File: src/ordered_list_position_engine_assert.svh
// Assertion macros used by the top RTL file of the ordered list engine.
`ifndef ORDERED_LIST_POSITION_ENGINE_ASSERT_SVH
`define ORDERED_LIST_POSITION_ENGINE_ASSERT_SVH

// A property checked at every rising clock edge outside reset.
`define OLPE_ASSERT(lbl, prop, msg) \
  lbl: assert property (@(posedge clk_i) disable iff (!rst_ni) prop) else $error(msg);

// A consequent that must hold in the cycle after its antecedent.
`define OLPE_ASSERT_NEXT(lbl, ante, cons, msg) \
  `OLPE_ASSERT(lbl, (ante) |=> (cons), msg)

`endif

File: src/olpe_pkg.sv
package olpe_pkg;

  localparam int DEPTH       = 64;
  localparam int VAL_W       = 32;
  localparam int POS_W       = 8;
  localparam int OP_W        = 4;
  localparam int IDX_W       = $clog2(DEPTH);
  localparam int CNT_W       = $clog2(DEPTH + 1);
  localparam int CMP_W       = ((CNT_W > POS_W) ? CNT_W : POS_W) + 1;
  localparam int IN_TDATA_W  = ((VAL_W + POS_W + 7) / 8) * 8;
  localparam int OUT_TDATA_W = ((CNT_W + 2 + 7) / 8) * 8;

  typedef enum logic [OP_W-1:0] {
    OP_INS_FRONT = 4'd0,
    OP_INS_BACK  = 4'd1,
    OP_DEL_FRONT = 4'd2,
    OP_DEL_BACK  = 4'd3,
    OP_INS_POS   = 4'd4,
    OP_DEL_POS   = 4'd5,
    OP_INS_MID   = 4'd6,
    OP_DEL_MID   = 4'd7,
    OP_MID_FRONT = 4'd8,
    OP_MID_BACK  = 4'd9,
    OP_SEARCH    = 4'd10,
    OP_COUNT     = 4'd11
  } op_e;

  typedef enum logic [1:0] {
    MODE_HOLD,
    MODE_SHR,
    MODE_SHL
  } mode_e;

  typedef struct packed {
    mode_e              mode;
    logic [IDX_W-1:0]   lo;
    logic [IDX_W-1:0]   hi;
    logic [VAL_W-1:0]   ld_value;
  } shift_t;

  typedef struct packed {
    shift_t             shift;
    logic               upd;
    logic               cap;
    logic [VAL_W-1:0]   key;
    logic [CNT_W-1:0]   count;
  } cell_ctrl_t;

  typedef struct packed {
    logic [CNT_W-1:0]   count;
    logic               dropped;
    logic               search;
  } dec_res_t;

endpackage

File: src/olpe_cell.sv
module olpe_cell
  import olpe_pkg::*;
(
  input  logic              clk_i,
  input  logic [IDX_W-1:0]  idx_i,
  input  cell_ctrl_t        ctrl_i,
  input  logic [VAL_W-1:0]  left_i,
  input  logic [VAL_W-1:0]  right_i,
  output logic [VAL_W-1:0]  value_o,
  output logic              hit_o
);

  logic [VAL_W-1:0] value_q, value_d;
  logic             hit_q;

  always_comb begin
    value_d = value_q;
    case (ctrl_i.shift.mode)
      MODE_SHR: begin
        if (idx_i == ctrl_i.shift.lo) begin
          value_d = ctrl_i.shift.ld_value;
        end else if (idx_i > ctrl_i.shift.lo && idx_i <= ctrl_i.shift.hi) begin
          value_d = left_i;
        end
      end
      MODE_SHL: begin
        if (idx_i == ctrl_i.shift.hi) begin
          value_d = ctrl_i.shift.ld_value;
        end else if (idx_i >= ctrl_i.shift.lo && idx_i < ctrl_i.shift.hi) begin
          value_d = right_i;
        end
      end
      default: begin
        value_d = value_q;
      end
    endcase
  end

  always_ff @(posedge clk_i) begin
    if (ctrl_i.upd) begin
      value_q <= value_d;
    end
    if (ctrl_i.cap) begin
      hit_q <= (value_q == ctrl_i.key) && (CNT_W'(idx_i) < ctrl_i.count);
    end
  end

  assign value_o = value_q;
  assign hit_o   = hit_q;

endmodule

File: config.mk
export PLATFORM = sky130hd
export DESIGN_NAME = olpe_cell
export DESIGN_NICKNAME = d
export VERILOG_FILES = /design/src/ordered_list_position_engine_assert.svh /design/src/olpe_pkg.sv /design/src/olpe_cell.sv
export SDC_FILE = /design/constraint.sdc
export NUM_CORES = 1
export LEC_CHECK = 0
export BUFFER_PORTS_ARGS = -buffer_cell sky130_fd_sc_hd__buf_2
export CORE_MARGIN = 8
export CORE_UTILIZATION = 24
export CTS_BUF_LIST = sky130_fd_sc_hd__clkbuf_8
export CTS_CLUSTER_DIAMETER = 50
export DETAILED_ROUTE_END_ITERATION = 6
export PLACE_DENSITY_LB_ADDON = 0.2
export SETUP_SLACK_MARGIN = 0.1
export SLEW_MARGIN = 5
export SYNTH_ARGS = -nofsm -noshare
export SYNTH_HDL_FRONTEND = slang
export SYNTH_SLANG_ARGS = --single-unit
export TNS_END_PERCENT = 10
File: constraint.sdc
create_clock -name clk_i -period 5 [get_ports clk_i]
set_input_delay 1 -clock clk_i [delete_from_list [all_inputs] [get_ports clk_i]]
set_output_delay 1 -clock clk_i [all_outputs]
set_load 0.01 [all_outputs]
==> flow_summary_export.csv <==
group,metric,value,unit
cts,cts_hold_buffers,0,
synth,yosysTopAreaCellShare,38.11,%
cts,post-cts-setup-buffers,0,
sta,report.final.slew_viol_count,0,
global_route,antenna_violations_before_repair,0,
placed_design,dp_slack,1500,ps
synth,async_reset_ff_share,0,%
power,power.net_switching,0.2184,mW
cts,cts_buffers,5,
synth,synth_top_cell_by_area,"edfxtp_1",
die,initial_core_util,24.30,%
worst_hold_path,hold_path.class,"flop to flop",
power,reported_leakage_power,1.860,nW
cts,clock-sinks,33,
global_route,pin_count_of_the_biggest_net_entering_global_routing,33,
setup_path,critPathMaxFanout,18,
setup_path,end_kind,"flop",
setup_path,start_kind,"input pin",
final_layout,post_route_cells_drive_above_1_share,53.86,%
routing,drt_first_pass_iters,4,
synth,mappedNetlistNets,425,
global_route,global_route_wire_length_before_repair,14120,um
die,die_h,120.1,um
routing,routed_wirelength,8977,um
sta,slew_headroom,32.78,%
sta,final-hold-violation-count,0,
power,p_comb_share,27.0,%
synth,synth_cells,250,
synth,yosysWarnings,0,
global_route,grtUsageTotal,12.23,%
routing,routed_via_density,4.295,
sta,time_the_worst_path_needs_with_i_o_delays_and_setup,3184,ps
synth,synthDistinctLibCells,33,
power,sequentialPowerShare,42.1,%
placed_design,place.gp.congestion,0.7636,
cts,cts-htree-levels,2,
worst_hold_path,worst_hold_path_stage_count,4,
die,dieArea,14420,um2
routing,drt_first_iter_violations,64,
power,power.switching_fraction,27.49,%
routing,route.detailed.wl_per_inst,15.48,um
sta,setup_total_negative_slack,0,ps
cts,clkSlewWorstSetupHoldPaths,70,ps
synth,seq_area_frac_synth,38.11,%
routing,total_via_count_in_the_routed_design,2491,
sta,fin_skew,5.316,ps
synth,synth.top_cells.by_area,"edfxtp_1 (38%), xor2_1 (11%), a21oi_2 (10%)",
power,internal_power,0.5762,mW
final_layout,synthToLayoutAreaGrowth,44.37,%
status,run_status,"finished, final reports clean",
setup_path,critPathKind,"input pin to flop",
synth,prevailing_post_synth_register_cell,"edfxtp_1",
synth,synth.cell_area,2600,um2
global_route,gr-total-overflow,0,
sta,post-route-period-util,63.68,%
sta,rsz0062_at_grt,"false",
global_route,grt_pass1_vias,2810,
sta,finalHoldWorstSlack,846.5,ps
die,placementRows,38,
power,ir_worst_vdd,0.09904,mV
final_layout,antenna_cells_inserted,0,
sta,worst_slack,1816,ps
power,pwr_density_cell,211.7,nW/um2
power,power.clock.fraction,30.9,%
synth,synth_commonest_cells,"inv_1 (50), edfxtp_1 (33), o22ai_1 (33)",
placed_design,dp_hpwl,7531,um
final_layout,fillerInstances,1132,
cts,cts_tree,"yes",
die,die_width,120.1,um
synth,post-synth-top-count-cell,"inv_1",
cts,clock-root-buffer,"clkbuf_8",
setup_path,worst-r2r-cell-count,4,
sta,setup_viol_count_final,0,
sta,max_freq,314.1,MHz
placed_design,dp_cells,572,
cts,cts_resized,0,
synth,syn_area_per_cell,10.40,um2
die,fp.coreArea,10700,um2
routing,drc_errors,0,
final_layout,finalNonFillerCells,580,
cts,cts-root-to-sink-buffers,2,
setup_path,ff2ff_setup_slack,3370,ps
synth,synth_enable_flop_cells,33,
power,post-layout-total-power,0.7947,mW
sta,max_slew.worst_pin.slew,1008,ps
synth,ys_seq_elements,33,
routing,final_antenna_net_count,0,
final_layout,nets,614,
setup_path,required,4980,ps
setup_path,crit_arrival,3170,ps
cts,clk_latency,280,ps
die,io-pin-count,191,
placed_design,portBuffers,190,
run,cap_viol_max_count,0,
[layer usage]
layer	vias up	wire (um)	global-route usage, %
met5	-	0	0
met1	1112	3702	13.40
met2	102	4511	22.56
met4	0	78	3.044
met3	4	684	3.570
li1	1273	-	-
[logic make-up after synthesis]
family,after synthesis,synth area share (%)
AO/OA/AOI/OAI,80,22.76
buffers and inverters,59,11.69
flip-flops,33,38.11
XOR/XNOR,32,10.78
AND/OR/NAND/NOR,29,8.470
adder cells (fa/ha/maj),17,8.181
[layout by cell type, fill, tap and decap left out, types with 5 or more instances in the layout]
master,n
nor4_1,9
o22ai_1,33
ha_1,17
a21oi_1,8
a21oi_2,30
edfxtp_1,33
clkbuf_8,5
xor2_1,32
inv_1,51
buf_2,190
[area by class of cell]
type / instances / area, um2 / area share [%]
inverter: 50 / 187.7 / 5.000
clock inverter: 3 / 37.54 / 1.000
timing repair buffer: 191 / 970.9 / 25.87
tap: 140 / 175.2 / 4.667
sequential: 33 / 991.0 / 26.40
clock buffer: 5 / 68.82 / 1.833
multi-input combinational: 158 / 1323 / 35.23
[registers in the layout, indices dropped and copies added, names as in the netlist]
signal and cells:
hit_o 1, value_o 32
[power groups by stage]
stage	logic, mW	registers (mW)	clock network (mW)
2_1_floorplan	0.110	0.348	0
3_3_place_gp	0.217	0.341	0
3_5_place_dp	0.219	0.341	0
4_1_cts	0.220	0.335	0.256
5_1_grt	0.242	0.337	0.269
6_report	0.214	0.335	0.245
[stage by stage]
stage               area, um2  util (%)
global placement         3647     34.09
detailed placement       3647     34.09
floorplan                2606         -
global route             3754     35.09
finish                   3754     35.09
CTS                      3754     35.09
[worst paths after layout]
path                                end                   from
hold reg to reg         hit_o$_DFFE_PP_  value_o[23]$_DFFE_PP_
setup reg to reg        hit_o$_DFFE_PP_  value_o[22]$_DFFE_PP_
hold / removal          hit_o$_DFFE_PP_  value_o[23]$_DFFE_PP_
setup / recovery  value_o[23]$_DFFE_PP_               idx_i[4]
[critical path: stages]
cell and delay [ps]:
buf_2 120, ha_1 320, a21oi_1 130, nand2_1 60, a221o_1 390, a311oi_4 880, buf_12 250
Note: power is estimated with default switching activity, not from simulation.
