[src/ordered_list_position_engine_assert.svh]
// Assertion macros used by the top RTL file of the ordered list engine.
`ifndef ORDERED_LIST_POSITION_ENGINE_ASSERT_SVH
`define ORDERED_LIST_POSITION_ENGINE_ASSERT_SVH

// A property checked at every rising clock edge outside reset.
`define OLPE_ASSERT(lbl, prop, msg) \
  lbl: assert property (@(posedge clk_i) disable iff (!rst_ni) prop) else $error(msg);

// A consequent that must hold in the cycle after its antecedent.
`define OLPE_ASSERT_NEXT(lbl, ante, cons, msg) \
  `OLPE_ASSERT(lbl, (ante) |=> (cons), msg)

`endif

[src/olpe_pkg.sv]
package olpe_pkg;

  localparam int DEPTH       = 64;
  localparam int VAL_W       = 32;
  localparam int POS_W       = 8;
  localparam int OP_W        = 4;
  localparam int IDX_W       = $clog2(DEPTH);
  localparam int CNT_W       = $clog2(DEPTH + 1);
  localparam int CMP_W       = ((CNT_W > POS_W) ? CNT_W : POS_W) + 1;
  localparam int IN_TDATA_W  = ((VAL_W + POS_W + 7) / 8) * 8;
  localparam int OUT_TDATA_W = ((CNT_W + 2 + 7) / 8) * 8;

  typedef enum logic [OP_W-1:0] {
    OP_INS_FRONT = 4'd0,
    OP_INS_BACK  = 4'd1,
    OP_DEL_FRONT = 4'd2,
    OP_DEL_BACK  = 4'd3,
    OP_INS_POS   = 4'd4,
    OP_DEL_POS   = 4'd5,
    OP_INS_MID   = 4'd6,
    OP_DEL_MID   = 4'd7,
    OP_MID_FRONT = 4'd8,
    OP_MID_BACK  = 4'd9,
    OP_SEARCH    = 4'd10,
    OP_COUNT     = 4'd11
  } op_e;

  typedef enum logic [1:0] {
    MODE_HOLD,
    MODE_SHR,
    MODE_SHL
  } mode_e;

  typedef struct packed {
    mode_e              mode;
    logic [IDX_W-1:0]   lo;
    logic [IDX_W-1:0]   hi;
    logic [VAL_W-1:0]   ld_value;
  } shift_t;

  typedef struct packed {
    shift_t             shift;
    logic               upd;
    logic               cap;
    logic [VAL_W-1:0]   key;
    logic [CNT_W-1:0]   count;
  } cell_ctrl_t;

  typedef struct packed {
    logic [CNT_W-1:0]   count;
    logic               dropped;
    logic               search;
  } dec_res_t;

endpackage

[src/olpe_dec.sv]
module olpe_dec
  import olpe_pkg::*;
(
  input  op_e               op_i,
  input  logic [VAL_W-1:0]  value_i,
  input  logic [POS_W-1:0]  position_i,
  input  logic [CNT_W-1:0]  count_i,
  input  logic [VAL_W-1:0]  mid_value_i,
  output logic [IDX_W-1:0]  mid_idx_o,
  output shift_t            shift_o,
  output dec_res_t          res_o
);

  function automatic logic [CMP_W-1:0] pos_index(input logic [CMP_W-1:0] p,
                                                 input logic [CMP_W-1:0] n);
    logic [CMP_W-1:0] r;
    if (p <= CMP_W'(1)) begin
      r = '0;
    end else if (p > n) begin
      r = n;
    end else begin
      r = p - CMP_W'(1);
    end
    return r;
  endfunction

  logic [CMP_W-1:0] n, n_m1, mid, k_pos, k_mid, ins_k, rm_k, rm_raw;
  logic             full, nz, two;
  logic             ins_req, rm_req, mv_front, mv_back, search;

  always_comb begin
    n      = CMP_W'(count_i);
    n_m1   = n - CMP_W'(1);
    mid    = (n + CMP_W'(1)) >> 1;
    full   = n >= CMP_W'(DEPTH);
    nz     = n != '0;
    two    = n >= CMP_W'(2);
    k_pos  = pos_index(CMP_W'(position_i), n);
    k_mid  = pos_index(mid + CMP_W'(1), n);
    mid_idx_o = (mid == '0) ? '0 : IDX_W'(mid - CMP_W'(1));

    ins_req  = 1'b0;
    rm_req   = 1'b0;
    mv_front = 1'b0;
    mv_back  = 1'b0;
    search   = 1'b0;
    ins_k    = '0;
    rm_raw   = '0;

    unique case (op_i)
      OP_INS_FRONT: begin ins_req = 1'b1; ins_k = '0; end
      OP_INS_BACK:  begin ins_req = 1'b1; ins_k = n; end
      OP_DEL_FRONT: begin rm_req = 1'b1; rm_raw = '0; end
      OP_DEL_BACK:  begin rm_req = 1'b1; rm_raw = n_m1; end
      OP_INS_POS:   begin ins_req = 1'b1; ins_k = k_pos; end
      OP_DEL_POS:   begin rm_req = 1'b1; rm_raw = k_pos; end
      OP_INS_MID:   begin ins_req = 1'b1; ins_k = k_mid; end
      OP_DEL_MID:   begin rm_req = 1'b1; rm_raw = k_mid; end
      OP_MID_FRONT: mv_front = 1'b1;
      OP_MID_BACK:  mv_back = 1'b1;
      OP_SEARCH:    search = 1'b1;
      default:      search = 1'b0;
    endcase

    rm_k = (rm_raw >= n) ? n_m1 : rm_raw;

    shift_o.mode     = MODE_HOLD;
    shift_o.lo       = '0;
    shift_o.hi       = '0;
    shift_o.ld_value = value_i;
    res_o.count      = count_i;
    res_o.dropped    = 1'b0;
    res_o.search     = search;

    if (ins_req) begin
      if (full) begin
        res_o.dropped = 1'b1;
      end else begin
        shift_o.mode = MODE_SHR;
        shift_o.lo   = IDX_W'(ins_k);
        shift_o.hi   = IDX_W'(n);
        res_o.count  = CNT_W'(n + CMP_W'(1));
      end
    end
    if (rm_req && nz) begin
      shift_o.mode = MODE_SHL;
      shift_o.lo   = IDX_W'(rm_k);
      shift_o.hi   = IDX_W'(n_m1);
      res_o.count  = CNT_W'(n_m1);
    end
    if (mv_front && two) begin
      shift_o.mode     = MODE_SHR;
      shift_o.lo       = '0;
      shift_o.hi       = mid_idx_o;
      shift_o.ld_value = mid_value_i;
    end
    if (mv_back && two) begin
      shift_o.mode     = MODE_SHL;
      shift_o.lo       = mid_idx_o;
      shift_o.hi       = IDX_W'(n_m1);
      shift_o.ld_value = mid_value_i;
    end
  end

endmodule

[config.mk]
export PLATFORM = sky130hd
export DESIGN_NAME = olpe_dec
export DESIGN_NICKNAME = d
export VERILOG_FILES = /design/src/ordered_list_position_engine_assert.svh /design/src/olpe_pkg.sv /design/src/olpe_dec.sv
export SDC_FILE = /design/constraint.sdc
export NUM_CORES = 1
export LEC_CHECK = 0
export ABC_AREA = 1
export ABC_CLOCK_PERIOD_IN_PS = 6630
export BUFFER_PORTS_ARGS = -buffer_cell sky130_fd_sc_hd__buf_2
export CORE_MARGIN = 1
export CORE_UTILIZATION = 40
export DETAILED_ROUTE_END_ITERATION = 12
export PLACE_DENSITY_LB_ADDON = 0.15
export SLEW_MARGIN = 20
export SYNTH_ARGS = -nofsm -noshare
export SYNTH_HDL_FRONTEND = slang
export SYNTH_SLANG_ARGS = --single-unit
[constraint.sdc]
create_clock -name vclk -period 6.63
set_input_delay 1.326 -clock vclk [all_inputs]
set_output_delay 1.326 -clock vclk [all_outputs]
set_load 0.01 [all_outputs]
==> out/metrics.cfg <==
[cells_and_area]
nFillCells=676
clkbuf_count=0
seq_cell_count=0
final_cell_area_um2=4420
drive_gt1_share_pct=38.9
seq_area_um2=0
area_growth_pct=54.2
antenna_cells=0
nets=866

[worst_hold_path]
hold_path_depth=4
holdCritPathClass=in2out
hold_start=mid_value_i[2]

[global_route]
grtUsageTotal_pct=30.8
antenna_found_initial=0
grt_pass1_wl_um=18500
grt_pass1_vias=4033
grt.overflow.total=0
grt_max_degree=35

[synthesis]
synth_top_cell_by_area=nand2_1
yosys.cell_count.top_type=nand2_1
synth_area_per_cell_um2=5.01
yosys.area_share.adder_pct=11.8
synth-warning-count=0
synth_compound_area_share_pct=14.9
syn_area_um2=2870
synth_commonest_cells=nand2_1 (243), inv_1 (57), nand3_1 (44), nor2_1 (43), ha_1 (27)
synth_nets=682
yosysSeqAreaShare_pct=0
synth-xor-area-share_pct=3.05
synth_area_leaders=nand2_1 (32%), ha_1 (12%), nand3_1 (7.7%)
synth_top_area_share_pct=31.8
synth.distinct_cells=40
synthSimpleGateAreaFrac_pct=58.4
syn_inst=572
synthMuxAreaShare_pct=0
synth_top_family_by_area=simple AND/OR/NAND/NOR gates

[pwr]
powerDensity_nw_per_um2=76.7
ir_drop_v=0.0000326
leakagePower_nw=2.44

[floorplanning]
die_h_um=86.7
rows=30
die_w_um=86.7
dieArea_um2=7510
fp.coreArea_um2=6870
ios=144
initial_core_util_pct=41.7

[sta]
fmax_ghz=0.155
tightestPinTransition_ns=0.871
setup_violations=0
fin_crit_sh_pct=97.2
min_period_ns=6.44
fin_tns_setup_ns=0
slew-limit-headroom_pct=41.8
hold_viol=0
slew_viol_final=0

[place]
place_hpwl_um=9850
dpl-instance-area_um2=3960
portBuffers=144
gp_congestion=0.954

[routing]
routed_wl_um=12400
antenna_left=0
drt_pass1_iterations=6
wl_per_cell_um=14.6
via_per_inst=5.29
vias=4499
drc=0
drtIter0Drc=329

[cts]
cts_hold_buf=0

[setup_path]
worstSetupStartpointType=primary input
crit_slowest_cell=ha_1
criticalPathCategory=in2out
cp_max_fo=11
critPathLaunch=count_i[3]
required_ns=5.30
crit_path_end=shift_o[40]
crit_arrival_ns=5.12
max_stage_delay_ns=0.31
critPathCaptureType=output pin
cpMostUsedCell=nand2_1

[status]
status=finished, final reports clean

[run]
drv_cap=0

[how the worst min path moves through the flow]
stage | end
floorplan | shift_o[0]
global placement | shift_o[2]
detailed placement | shift_o[2]
CTS | shift_o[2]
global route | shift_o[2]
finish | shift_o[2]
[layout make-up]
class	count	area (µm²)	area share, %
multi-input cells	488	2880	65.1
repair buffers	198	1160	26.3
inverters	68	262	5.91
well taps	96	120	2.72
[critical path, delay by kind of cell]
kind                     cells  cell delay (ns)
AND/OR/NAND/NOR             21             2.22
adder cells (fa/ha/maj)      2             0.60
buffers and inverters        4             0.53
AO/OA/AOI/OAI                3             0.46
[logic make-up after synthesis]
group / after synthesis
AO/OA/AOI/OAI: 72
AND/OR/NAND/NOR: 378
XOR/XNOR: 10
buffers and inverters: 85
adder cells (fa/ha/maj): 27
[per-stage QoR]
step	setup slack, ns	hold WS [ns]	utilization [%]	cells	power, mW
after CTS	0.000719	2.92	58.5	841	0.300
final	0.187	2.92	64.4	850	0.339
after global routing	-0.0494	2.93	64.4	850	0.370
after floorplan	0.315	2.77	-	572	0.169
after global placement	0.0261	2.92	57.6	839	0.293
after detailed placement	-0.136	2.92	57.6	839	0.295
[power by group]
group | internal (mW) | switching (mW)
Clock | 0 | 0
Sequential | 0 | 0
Combinational | 0.138 | 0.201
Total | 0.138 | 0.201
[layout by cell type (no fill, tap or decap), drive strengths merged]
master and n:
a41o 1, xor2 8, o21bai 1, o2111ai 3
a21o 1, buf 198, inv 66, nand3 48
o221ai 1, nand4 11, ha 27, xnor2 2
nand2 259, nor2 50, a221o 3, nor4 1
a31oi 3, o211ai 3, nor3 9, a21oi 21
clkinv 2, o21ai 27, or2 1, a31o 1
o22ai 7
[metal layers]
layer	vias to the layer above	routed length [µm]	track usage, %
met5	-	0	0
met4	0	489	12.3
met3	44	887	2.00
met2	247	6130	56.6
met1	1985	4910	37.3
li1	2223	-	-
[timing repair]
action,4_1_cts,5_1_grt
setup endpoints to repair,6,6
pin swaps,5,36
cloned,1,0
buffers inserted,1,9
gates resized for setup,11,69
Note: power is estimated with default switching activity, not from simulation.
